### config.mk
export PLATFORM = sky130hd
export DESIGN_NAME = utf16_to_utf8_transcoder_flat
export DESIGN_NICKNAME = d
export VERILOG_FILES = /design/src/u16u8_pkg.sv /design/src/u16u8_ifs.sv /design/src/utf16_to_utf8_transcoder.sv /design/src/flat_wrapper.sv
export SDC_FILE = /design/constraint.sdc
export NUM_CORES = 1
export LEC_CHECK = 0
export BUFFER_PORTS_ARGS = -buffer_cell sky130_fd_sc_hd__buf_2
export CORE_MARGIN = 2
export CORE_UTILIZATION = 45
export DETAILED_ROUTE_END_ITERATION = 7
export PLACE_DENSITY = 0.68
export SYNTH_ARGS = -nofsm -noshare
export SYNTH_HDL_FRONTEND = slang
export SYNTH_SLANG_ARGS = --single-unit
export TNS_END_PERCENT = 20
### constraint.sdc
create_clock -name i_clk -period 3.1 [get_ports i_clk]
set_clock_uncertainty 0.2 [all_clocks]
set_input_delay 0.465 -clock i_clk [delete_from_list [all_inputs] [get_ports i_clk]]
set_output_delay 0.465 -clock i_clk [all_outputs]
set_load 0.01 [all_outputs]
### src/u16u8_pkg.sv
package u16u8_pkg;

    // Result buffer: one item yields at most two code points, six bytes.
    localparam int C_MAX_RES = 6;
    localparam int C_CNT_W   = $clog2(C_MAX_RES + 1);

    // Code unit prefixes of the surrogate ranges (top six bits).
    localparam logic [5:0] C_HIGH_PFX = 6'b110110;
    localparam logic [5:0] C_LOW_PFX  = 6'b110111;

    // Code points and range limits.
    localparam logic [20:0] C_CP_REPL  = 21'h00FFFD;
    localparam logic [20:0] C_CP_SUPP  = 21'h010000;
    localparam logic [20:0] C_LIM_1B   = 21'h000080;
    localparam logic [20:0] C_LIM_2B   = 21'h000800;
    localparam logic [20:0] C_LIM_3B   = 21'h010000;

    // Lead and continuation marks of UTF-8.
    localparam logic [7:0] C_LEAD2 = 8'hC0;
    localparam logic [7:0] C_LEAD3 = 8'hE0;
    localparam logic [7:0] C_LEAD4 = 8'hF0;
    localparam logic [7:0] C_CONT  = 8'h80;

    typedef logic [7:0] t_byte;

    typedef struct packed {
        logic [3:0][7:0] bytes;
        logic [2:0]      len;
    } t_enc;

    // UTF-8 encoding of one code point below U+110000.
    function automatic t_enc f_encode(input logic [20:0] cp);
        t_enc e;
        e.bytes = '0;
        if (cp < C_LIM_1B) begin
            e.len      = 3'd1;
            e.bytes[0] = {1'b0, cp[6:0]};
        end else if (cp < C_LIM_2B) begin
            e.len      = 3'd2;
            e.bytes[0] = C_LEAD2 | {3'b000, cp[10:6]};
            e.bytes[1] = C_CONT | {2'b00, cp[5:0]};
        end else if (cp < C_LIM_3B) begin
            e.len      = 3'd3;
            e.bytes[0] = C_LEAD3 | {4'b0000, cp[15:12]};
            e.bytes[1] = C_CONT | {2'b00, cp[11:6]};
            e.bytes[2] = C_CONT | {2'b00, cp[5:0]};
        end else begin
            e.len      = 3'd4;
            e.bytes[0] = C_LEAD4 | {5'b00000, cp[20:18]};
            e.bytes[1] = C_CONT | {2'b00, cp[17:12]};
            e.bytes[2] = C_CONT | {2'b00, cp[11:6]};
            e.bytes[3] = C_CONT | {2'b00, cp[5:0]};
        end
        return e;
    endfunction

endpackage

### src/u16u8_ifs.sv
// Input channel: one raw UTF-16 byte per beat.
interface u16u8_in_if import u16u8_pkg::*; ();
    logic  valid;
    logic  ready;
    t_byte data_byte;
    logic  end_of_stream;

    modport source (output valid, output data_byte, output end_of_stream, input ready);
    modport sink   (input valid, input data_byte, input end_of_stream, output ready);
endinterface

// Output channel: one UTF-8 byte per beat.
interface u16u8_out_if import u16u8_pkg::*; ();
    logic  valid;
    logic  ready;
    t_byte utf8_byte;
    logic  last_of_run;

    modport source (output valid, output utf8_byte, output last_of_run, input ready);
    modport sink   (input valid, input utf8_byte, input last_of_run, output ready);
endinterface

### src/utf16_to_utf8_transcoder.sv
// Results of an input beat appear on the output in the cycle after it is accepted.
// A beat that completes no code point leaves the buffer empty and the input ready; one
// that does yields 1 to 6 UTF-8 bytes, sent one per cycle while o_out.ready is high.
// The next input beat is taken in the same cycle as the last output byte of the previous one.
// Reset (synchronous, active low) clears the decode state, the buffer count and index, and big_endian.
module utf16_to_utf8_transcoder
    import u16u8_pkg::*;
(
    input  logic         i_clk,
    input  logic         i_rst_n,
    input  logic         i_cfg_wr_en,
    input  logic         i_cfg_wr_data,
    u16u8_in_if.sink     i_in,
    u16u8_out_if.source  o_out
);

    // Configuration and decode state.
    logic               r_big_endian;
    logic               r_byte_held;
    t_byte              r_held_byte;
    logic               r_sur_held;
    logic [9:0]         r_high_bits;

    // Result buffer.
    t_byte              r_buf [C_MAX_RES];
    logic [C_CNT_W-1:0] r_cnt;
    logic [C_CNT_W-1:0] r_idx;

    logic               in_fire;
    logic               out_fire;
    logic               out_last;

    logic [15:0]        unit;
    logic               is_high;
    logic               is_low;
    logic               pair_sur;
    logic               emit_unit;
    logic               n_sur_held;
    logic               flush_repl;
    logic [20:0]        supp_cp;
    logic [20:0]        cp_a;
    logic [20:0]        cp_b;
    logic               a_v;
    logic               b_v;
    t_enc               enc_a;
    t_enc               enc_b;
    logic [C_CNT_W-1:0] n_cnt;
    t_byte              n_buf [C_MAX_RES];

    // Handshakes; the buffer frees up on its last beat.
    assign out_last        = (r_idx == r_cnt - C_CNT_W'(1));
    assign o_out.valid     = (r_cnt != '0);
    assign o_out.utf8_byte = r_buf[r_idx];
    assign o_out.last_of_run = out_last;
    assign out_fire        = o_out.valid && o_out.ready;
    assign i_in.ready      = (r_cnt == '0) || (out_fire && out_last);
    assign in_fire         = i_in.valid && i_in.ready;

    // Form the code unit and classify it.
    assign unit    = r_big_endian ? {r_held_byte, i_in.data_byte}
                                  : {i_in.data_byte, r_held_byte};
    assign is_high = (unit[15:10] == C_HIGH_PFX);
    assign is_low  = (unit[15:10] == C_LOW_PFX);
    assign supp_cp = C_CP_SUPP + {1'b0, r_high_bits, unit[9:0]};

    // Which code points this beat yields: at most two, in order.
    assign pair_sur   = r_byte_held && r_sur_held;
    assign emit_unit  = r_byte_held && !is_high && !(r_sur_held && is_low);
    assign n_sur_held = r_byte_held ? (is_high && !(r_sur_held && is_low)) : r_sur_held;
    assign flush_repl = i_in.end_of_stream && n_sur_held;

    always_comb begin
        a_v  = pair_sur || emit_unit || flush_repl;
        b_v  = pair_sur && (emit_unit || flush_repl);
        cp_b = emit_unit ? {5'b00000, unit} : C_CP_REPL;
        if (pair_sur) begin
            cp_a = is_low ? supp_cp : C_CP_REPL;
        end else begin
            cp_a = cp_b;
        end
    end

    assign enc_a = f_encode(cp_a);
    assign enc_b = f_encode(cp_b);
    assign n_cnt = (a_v ? C_CNT_W'(enc_a.len) : '0) + (b_v ? C_CNT_W'(enc_b.len) : '0);

    // Lay out the bytes of both code points back to back.
    always_comb begin
        logic [2:0] pos;
        for (int i = 0; i < C_MAX_RES; i++) begin
            pos = 3'(i);
            if (pos < enc_a.len) begin
                n_buf[i] = enc_a.bytes[pos[1:0]];
            end else begin
                n_buf[i] = enc_b.bytes[2'(pos - enc_a.len)];
            end
        end
    end

    // Configuration register.
    always_ff @(posedge i_clk) begin
        if (!i_rst_n) begin
            r_big_endian <= 1'b0;
        end else if (i_cfg_wr_en) begin
            r_big_endian <= i_cfg_wr_data;
        end
    end

    // Decode state update.
    always_ff @(posedge i_clk) begin
        if (!i_rst_n) begin
            r_byte_held <= 1'b0;
            r_held_byte <= '0;
            r_sur_held  <= 1'b0;
            r_high_bits <= '0;
        end else if (in_fire) begin
            if (i_in.end_of_stream) begin
                r_byte_held <= 1'b0;
                r_held_byte <= '0;
                r_sur_held  <= 1'b0;
                r_high_bits <= '0;
            end else if (!r_byte_held) begin
                r_byte_held <= 1'b1;
                r_held_byte <= i_in.data_byte;
            end else begin
                r_byte_held <= 1'b0;
                r_held_byte <= '0;
                r_sur_held  <= n_sur_held;
                r_high_bits <= n_sur_held ? unit[9:0] : '0;
            end
        end
    end

    // Result buffer control.
    always_ff @(posedge i_clk) begin
        if (!i_rst_n) begin
            r_cnt <= '0;
            r_idx <= '0;
        end else if (in_fire) begin
            r_cnt <= n_cnt;
            r_idx <= '0;
        end else if (out_fire) begin
            if (out_last) begin
                r_cnt <= '0;
                r_idx <= '0;
            end else begin
                r_idx <= r_idx + C_CNT_W'(1);
            end
        end
    end

    // Result buffer payload.
    always_ff @(posedge i_clk) begin
        if (in_fire) begin
            for (int i = 0; i < C_MAX_RES; i++) begin
                r_buf[i] <= n_buf[i];
            end
        end
    end

`ifndef SYNTH
    // A valid output always points inside the filled part of the buffer.
    a_idx_in_range: assert property (@(posedge i_clk) disable iff (!i_rst_n)
        o_out.valid |-> (r_idx < r_cnt))
        else $error("output index beyond buffer fill");

    // A new input beat is never taken while unsent bytes remain.
    a_no_overwrite: assert property (@(posedge i_clk) disable iff (!i_rst_n)
        (o_out.valid && i_in.ready) |-> (o_out.ready && out_last))
        else $error("input accepted over pending output");

    // End of stream leaves no held byte and no held surrogate.
    a_eos_clears: assert property (@(posedge i_clk) disable iff (!i_rst_n)
        (in_fire && i_in.end_of_stream) |=> (!r_byte_held && !r_sur_held))
        else $error("state not cleared after end of stream");
`endif

endmodule
### src/flat_wrapper.sv
// flat-port wrapper written by rule: the top's interface ports become plain ports
module utf16_to_utf8_transcoder_flat import u16u8_pkg::*;
  (i_clk, i_rst_n, i_cfg_wr_en, i_cfg_wr_data, i_in_valid, i_in_data_byte, i_in_end_of_stream, i_in_ready, o_out_valid, o_out_utf8_byte, o_out_last_of_run, o_out_ready);
  u16u8_in_if i_in_i ();
  u16u8_out_if o_out_i ();
  input  logic i_clk;
  input  logic i_rst_n;
  input  logic i_cfg_wr_en;
  input  logic i_cfg_wr_data;
  input wire logic [$bits(i_in_i.valid)-1:0] i_in_valid;
  input wire logic [$bits(i_in_i.data_byte)-1:0] i_in_data_byte;
  input wire logic [$bits(i_in_i.end_of_stream)-1:0] i_in_end_of_stream;
  output wire logic [$bits(i_in_i.ready)-1:0] i_in_ready;
  output wire logic [$bits(o_out_i.valid)-1:0] o_out_valid;
  output wire logic [$bits(o_out_i.utf8_byte)-1:0] o_out_utf8_byte;
  output wire logic [$bits(o_out_i.last_of_run)-1:0] o_out_last_of_run;
  input wire logic [$bits(o_out_i.ready)-1:0] o_out_ready;
  assign i_in_i.valid = i_in_valid;
  assign i_in_i.data_byte = i_in_data_byte;
  assign i_in_i.end_of_stream = i_in_end_of_stream;
  assign i_in_ready = i_in_i.ready;
  assign o_out_valid = o_out_i.valid;
  assign o_out_utf8_byte = o_out_i.utf8_byte;
  assign o_out_last_of_run = o_out_i.last_of_run;
  assign o_out_i.ready = o_out_ready;
  utf16_to_utf8_transcoder u_core (.i_clk(i_clk), .i_rst_n(i_rst_n), .i_cfg_wr_en(i_cfg_wr_en), .i_cfg_wr_data(i_cfg_wr_data), .i_in(i_in_i), .o_out(o_out_i));
endmodule
======== Word level (Yosys, flattened, before mapping) ========
Memories as Yosys holds them, arrays and structs flattened. A register that Yosys moved wholly into a read port is not among the register bits.
Index checks and enable logic that the tools add are counted.
Widths: inputs -> output; s select.
storage, ports and cells
  bits in registers ....................... 27
  memory bits (writable) .................. 48
  input bits .............................. 15
  output and inout bits ................... 11
  memories kept ........................... 1
cells by class
  add/subtract/negate cells ............... 10
  $lt $le $gt $ge ......................... 18
  equal/unequal tests ..................... 3
  mux-type cells .......................... 54
  bitwise gates (word level) .............. 1
  reduce and logical (&&, ||, !) cells .... 24
memory list
  name          depth  width  read ports  clocked after memory_dff  wr ports  RTL line                        text
  u_core.r_buf  6      8      1           1                         6         utf16_to_utf8_transcoder.sv:25  t_byte r_buf [C_MAX_RES];
operators by type and width
  kind                    number
  $mux 8                  16
  $bmux 8 s2              6
  $mux 16                 4
  $mux 25                 2
  $mux 24                 2
  $lt 21x12->1 const B    2
  $lt 21x17->1 const B    2
  $lt 21x8->1 const B     2
  $mux 21                 2
  $mux 19                 2
  $mux 10                 3
  $mux 3                  8
  $mux 11                 2
  $add 17x20->21 const A  1
  $lt 2x3->1 const B      6
  $eq 6x6->1 const B      2
  $logic_and 1x1->1       10
  $sub 1x2->2 const A     4
  $mux 1                  7
  $lt 1x3->1 const A      2
  $lt 2x3->1 const A      2
  $lt 3x3->1 const A      2
  $reduce_bool 2->1       3
  $logic_or 1x1->1        4
  11 further kinds        14

======== Longest topological paths before layout ========
  word-level depth ........................ 15
  depth in mapped cells ................... 14

======== Worst setup path before layout ========
OpenSTA, ideal clock, no wires.
  path kind ............................... reg2reg
  start point ............................. reg u_core.r_cnt[0]
  end point ............................... mem u_core.r_buf[0][0] in the netlist's numbering (enable)
  setup time .............................. 0.387 ns
  arrival ................................. 2.692 ns
  path slack .............................. -0.179 ns
  cell stages (with the launch flop) ...... 9
  buffers on the path ..................... 1
  clock period less this slack ............ 3.279 ns
  cell sequence ........................... dfxtp_1 -> inv_1 -> ha_1 -> xnor2_1 -> nor3_1 -> nand3_1 -> a21bo_2 -> inv_1 -> buf_2
RTL lines
  what                    RTL line                         text
  from (decl)             utf16_to_utf8_transcoder.sv:26   logic [C_CNT_W-1:0] r_cnt;
  from (signal assigned)  utf16_to_utf8_transcoder.sv:140  r_cnt <= n_cnt;
  to (decl)               utf16_to_utf8_transcoder.sv:25

==> key figures <==
Synth
  • Cells after Synth: 493
  • Prevailing post-synth register cell: edfxtp_1
  • Synthesized net count: 514
  • Yosys reg bits: 78
  • Average size of a mapped cell: 9.84 sq um
  • Cell types occupying the most area after synthesis: edfxtp_1 30%, dfxtp_1 12%, mux2i_1 6.4%
  • Post-synth cell types: 71
  • Seq/Total Area, Yosys: 42.1%
  • Post-synth top area share: 29.7%
  • Synth async-reset ratio: 0%
  • Post-Syn Area: 4850 sq um
  • Yosys warning count: 0
  • Post-synth EDFFs: 48
  • Cell taking the most area after synthesis: edfxtp_1

Global routing
  • First-pass GRT wire length: 23300 um
  • Grt total ovfl: 0
  • Largest net degree at the start of global routing: 52
  • Initial antenna violation count: 0
  • Vias in the first global route: 4226
  • GRT Overall Usage: 26.7%

Floorplanning
  • Die width: 108 um
  • # IOs: 26
  • Effective utilization at floorplan: 46.6%
  • DIE AREA: 11600 sq um
  • Core box area: 10400 sq um
  • Die Ht: 108 um
  • FP Rows: 37

Final layout
  • P&R area growth vs syn: 23.4%
  • Layout cells sized above 1: 30.1%
  • Post-Layout Cell Count: 728
  • Fin util: 57.5%
  • Finished Cell Area: 5990 sq um
  • Fin nets: 607

Setup path
  • Critical setup path kind: register to register
  • WP data arrival: 3.17 ns
  • CP peak stage delay: 0.38 ns
  • Crit. End Element: register
  • CP top delay family: compound AO/OA/AOI/OAI gates
  • Worst-path maximum fanout: 10
  • CP Launch Type: register
  • CP max stage cell: dfxtp_4
  • Worst-path cell chain: buf_12 -> buf_4 -> mux2i_1 -> nand4_1 -> buf_4 -> a311oi_2 -> buf_4 -> a22oi_1 -> a211o_1 -> a21oi_1 -> o32a_1
  • R2R depth: 11
  • Critical path depth: 11
  • WP data required: 3.14 ns
  • Most used cell, CP: buf_4
  • WP buf/inv: 4

STA
  • RSZ-0062 raised after global routing: true
  • Hold slack: 0.146 ns
  • Slew HR: 60.1%
  • Highest Clock Rate: 319 MHz
  • Tmin final: 3.13 ns
  • Slew Viols, Final: 0
  • Tcrit/Tclk final: 101%
  • Final setup margin: -0.0315 ns
  • Final Hold Viols: 0
  • Setup-violating endpoint count in the final report: 2
  • Worst slew pin tran: 0.598 ns

Power
  • Peak supply drop: 198 uV
  • P_int: 0.00162 W
  • Flop pwr share: 50.8%
  • Psw: 0.000668 W
  • Clk pwr share: 30.9%
  • Leak: 2.15 nW
  • Sw frac: 29.2%
  • Total Power: 0.00229 W
  • Logic gate share of total power: 18.3%
  • Cell Pwr Density: 383 nW/um^2

Placed design
  • Placed cells: 705
  • Area post-placement: 5660 sq um
  • Port-buffer cells: 25
  • DP HPWL: 11000 um
  • GP Congestion: 0.964

CTS
  • Num Clock Sinks: 78
  • Num CTS Buffers: 9
  • CTS tree: built
  • Clock-pin slew on the worst setup and hold paths: 0.09 ns
  • CTS max path bufs: 2
  • Root buffer cell: clkbuf_8
  • Clock Latency Late Sink: 0.38 ns
  • H-tree depth: 3
  • Hold_buf cts: 0

Detailed routing
  • Total wire length: 14700 um
  • Iteration-0 DRC Markers: 355
  • Post-route ant nets: 0
  • DR vias: 4416
  • DRT met1 WL: 6120 um
  • Via/cell ratio: 6.07
  • Wirelength per Cell: 20.2 um
  • DR pass1 iterations: 6
  • DR top layer: met4
  • Met3 WL: 1120 um
  • DRC violations left: 0
  • Wire length on met2: 7090 um

Hold path
  • Worst hold path cell count: 3
  • Worst Hold Class: input port to register

Status
  • Failing checks: setup timing
  • Status: finished, violations left

Job
  • Max cap viols: 0
[area by class of cell]
cell class	count	area, sq um
inverter	12	45.0
sequential	78	2050
clock buffer	9	124
multi-input combinational	372	2710
clock inverter	7	57.6
fill	944	4430
timing repair buffer	113	836
tap	136	170
antenna	1	2.50
[sequential cells by signal, indices dropped and copies added (netlist names), named ones only]
name	flops
u_core.r_buf	48
u_core.r_high_bits	10
u_core.r_held_byte	8
u_core.r_cnt	3
u_core.r_idx	3
u_core.r_big_endian	1
u_core.r_byte_held	1
u_core.r_sur_held	1
[per-stage QoR]
step	TNS, ns	setup WS [ns]
after global routing	-0.278	-0.0836
final	-0.0483	-0.0315
after global placement	-0.110	-0.0574
after CTS	0	0.00333
after detailed placement	-0.327	-0.117
after floorplan	-0.119	-0.108
[synth_stat cells, types with 3 or more instances]
master	count
nor3b_1	3
nand2b_1	4
a21oi_1	35
ha_1	5
o21a_1	3
o31ai_1	5
o211a_1	3
a211oi_1	5
a31oi_1	3
nor2_1	40
a21boi_0	14
nand2_1	52
a22o_1	13
nand4_1	3
o21ai_0	22
buf_6	4
xnor2_1	5
o211ai_1	9
o22ai_1	5
edfxtp_1	48
buf_1	4
inv_1	12
o41ai_1	3
a21o_1	3
buf_2	7
nor2b_1	4
mux2i_1	31
mux4_2	8
a22oi_1	3
dfxtp_1	30
o32ai_1	3
clkbuf_1	16
mux2_2	10
nor3_1	12
nand3_1	22
[path summary, 6_finish.rpt]
kind                                                       start                                to  slack [ns]
worst max-delay path            u_core.r_big_endian$_SDFFE_PN0P_      u_core.r_buf[2][1]$_DFFE_PP_       -0.03
worst min-delay path                               i_cfg_wr_data  u_core.r_big_endian$_SDFFE_PN0P_        0.15
worst max register to register  u_core.r_big_endian$_SDFFE_PN0P_      u_core.r_buf[2][1]$_DFFE_PP_       -0.03
worst min register to register      u_core.r_cnt[1]$_SDFFE_PN0P_      u_core.r_cnt[1]$_SDFFE_PN0P_        0.29
[cells by family after synthesis]
group                      after synthesis  share of synthesized area, %
muxes                                   50                          12.7
adders and majority gates                6                          1.70
DFF                                     78                          42.1
and+or+nand+nor                        159                          15.8
buffers and inverters                   43                          4.13
AOI/OAI and AO/OA                      150                          22.3
xor gates and xnor gates                 7                          1.26
[cells in the final DEF, fill, tap and decap left out, types with 4 or more instances in the layout]
cell type,n
nand2_1,51
buf_12,4
mux2_2,9
o31ai_1,4
ha_1,5
buf_4,84
inv_1,10
o22ai_1,5
mux2i_1,30
buf_2,25
o21ai_0,20
a21boi_0,14
mux4_2,8
a21oi_1,34
nor3_1,12
edfxtp_1,48
nor2b_1,4
a211oi_1,5
nand3_1,21
clkbuf_8,9
dfxtp_1,29
a22o_1,13
nor2_1,38
xnor2_1,5
o211ai_1,9
[power groups by stage]
stage	Combinational, W	Sequential (W)	Clock [W]
after floorplan	0.000227	0.00119	0
after global placement	0.000392	0.00119	0
after detailed placement	0.000394	0.00119	0
after CTS	0.000395	0.00117	0.000722
after global routing	0.000451	0.00117	0.000763
final	0.000420	0.00116	0.000707
[layer usage]
metal	global-route usage (%)	vias to the layer above
met4	11.0	0
met1	34.5	2110
met5	0	-
met2	43.0	204
met3	6.36	34
li1	-	2068
[tightest hold or removal path, cell delays in order]
cell     delay, ns
buf_2         0.07
mux2i_1       0.05
nor2b_1       0.10
[repair_timing]
item / 4_1_cts / 5_1_grt
gates resized for setup: 1 / 22
pin swaps: 0 / 9
setup buffers: 0 / 6
setup endpoints to repair: 1 / 25
(Power assumes the default switching activity.)
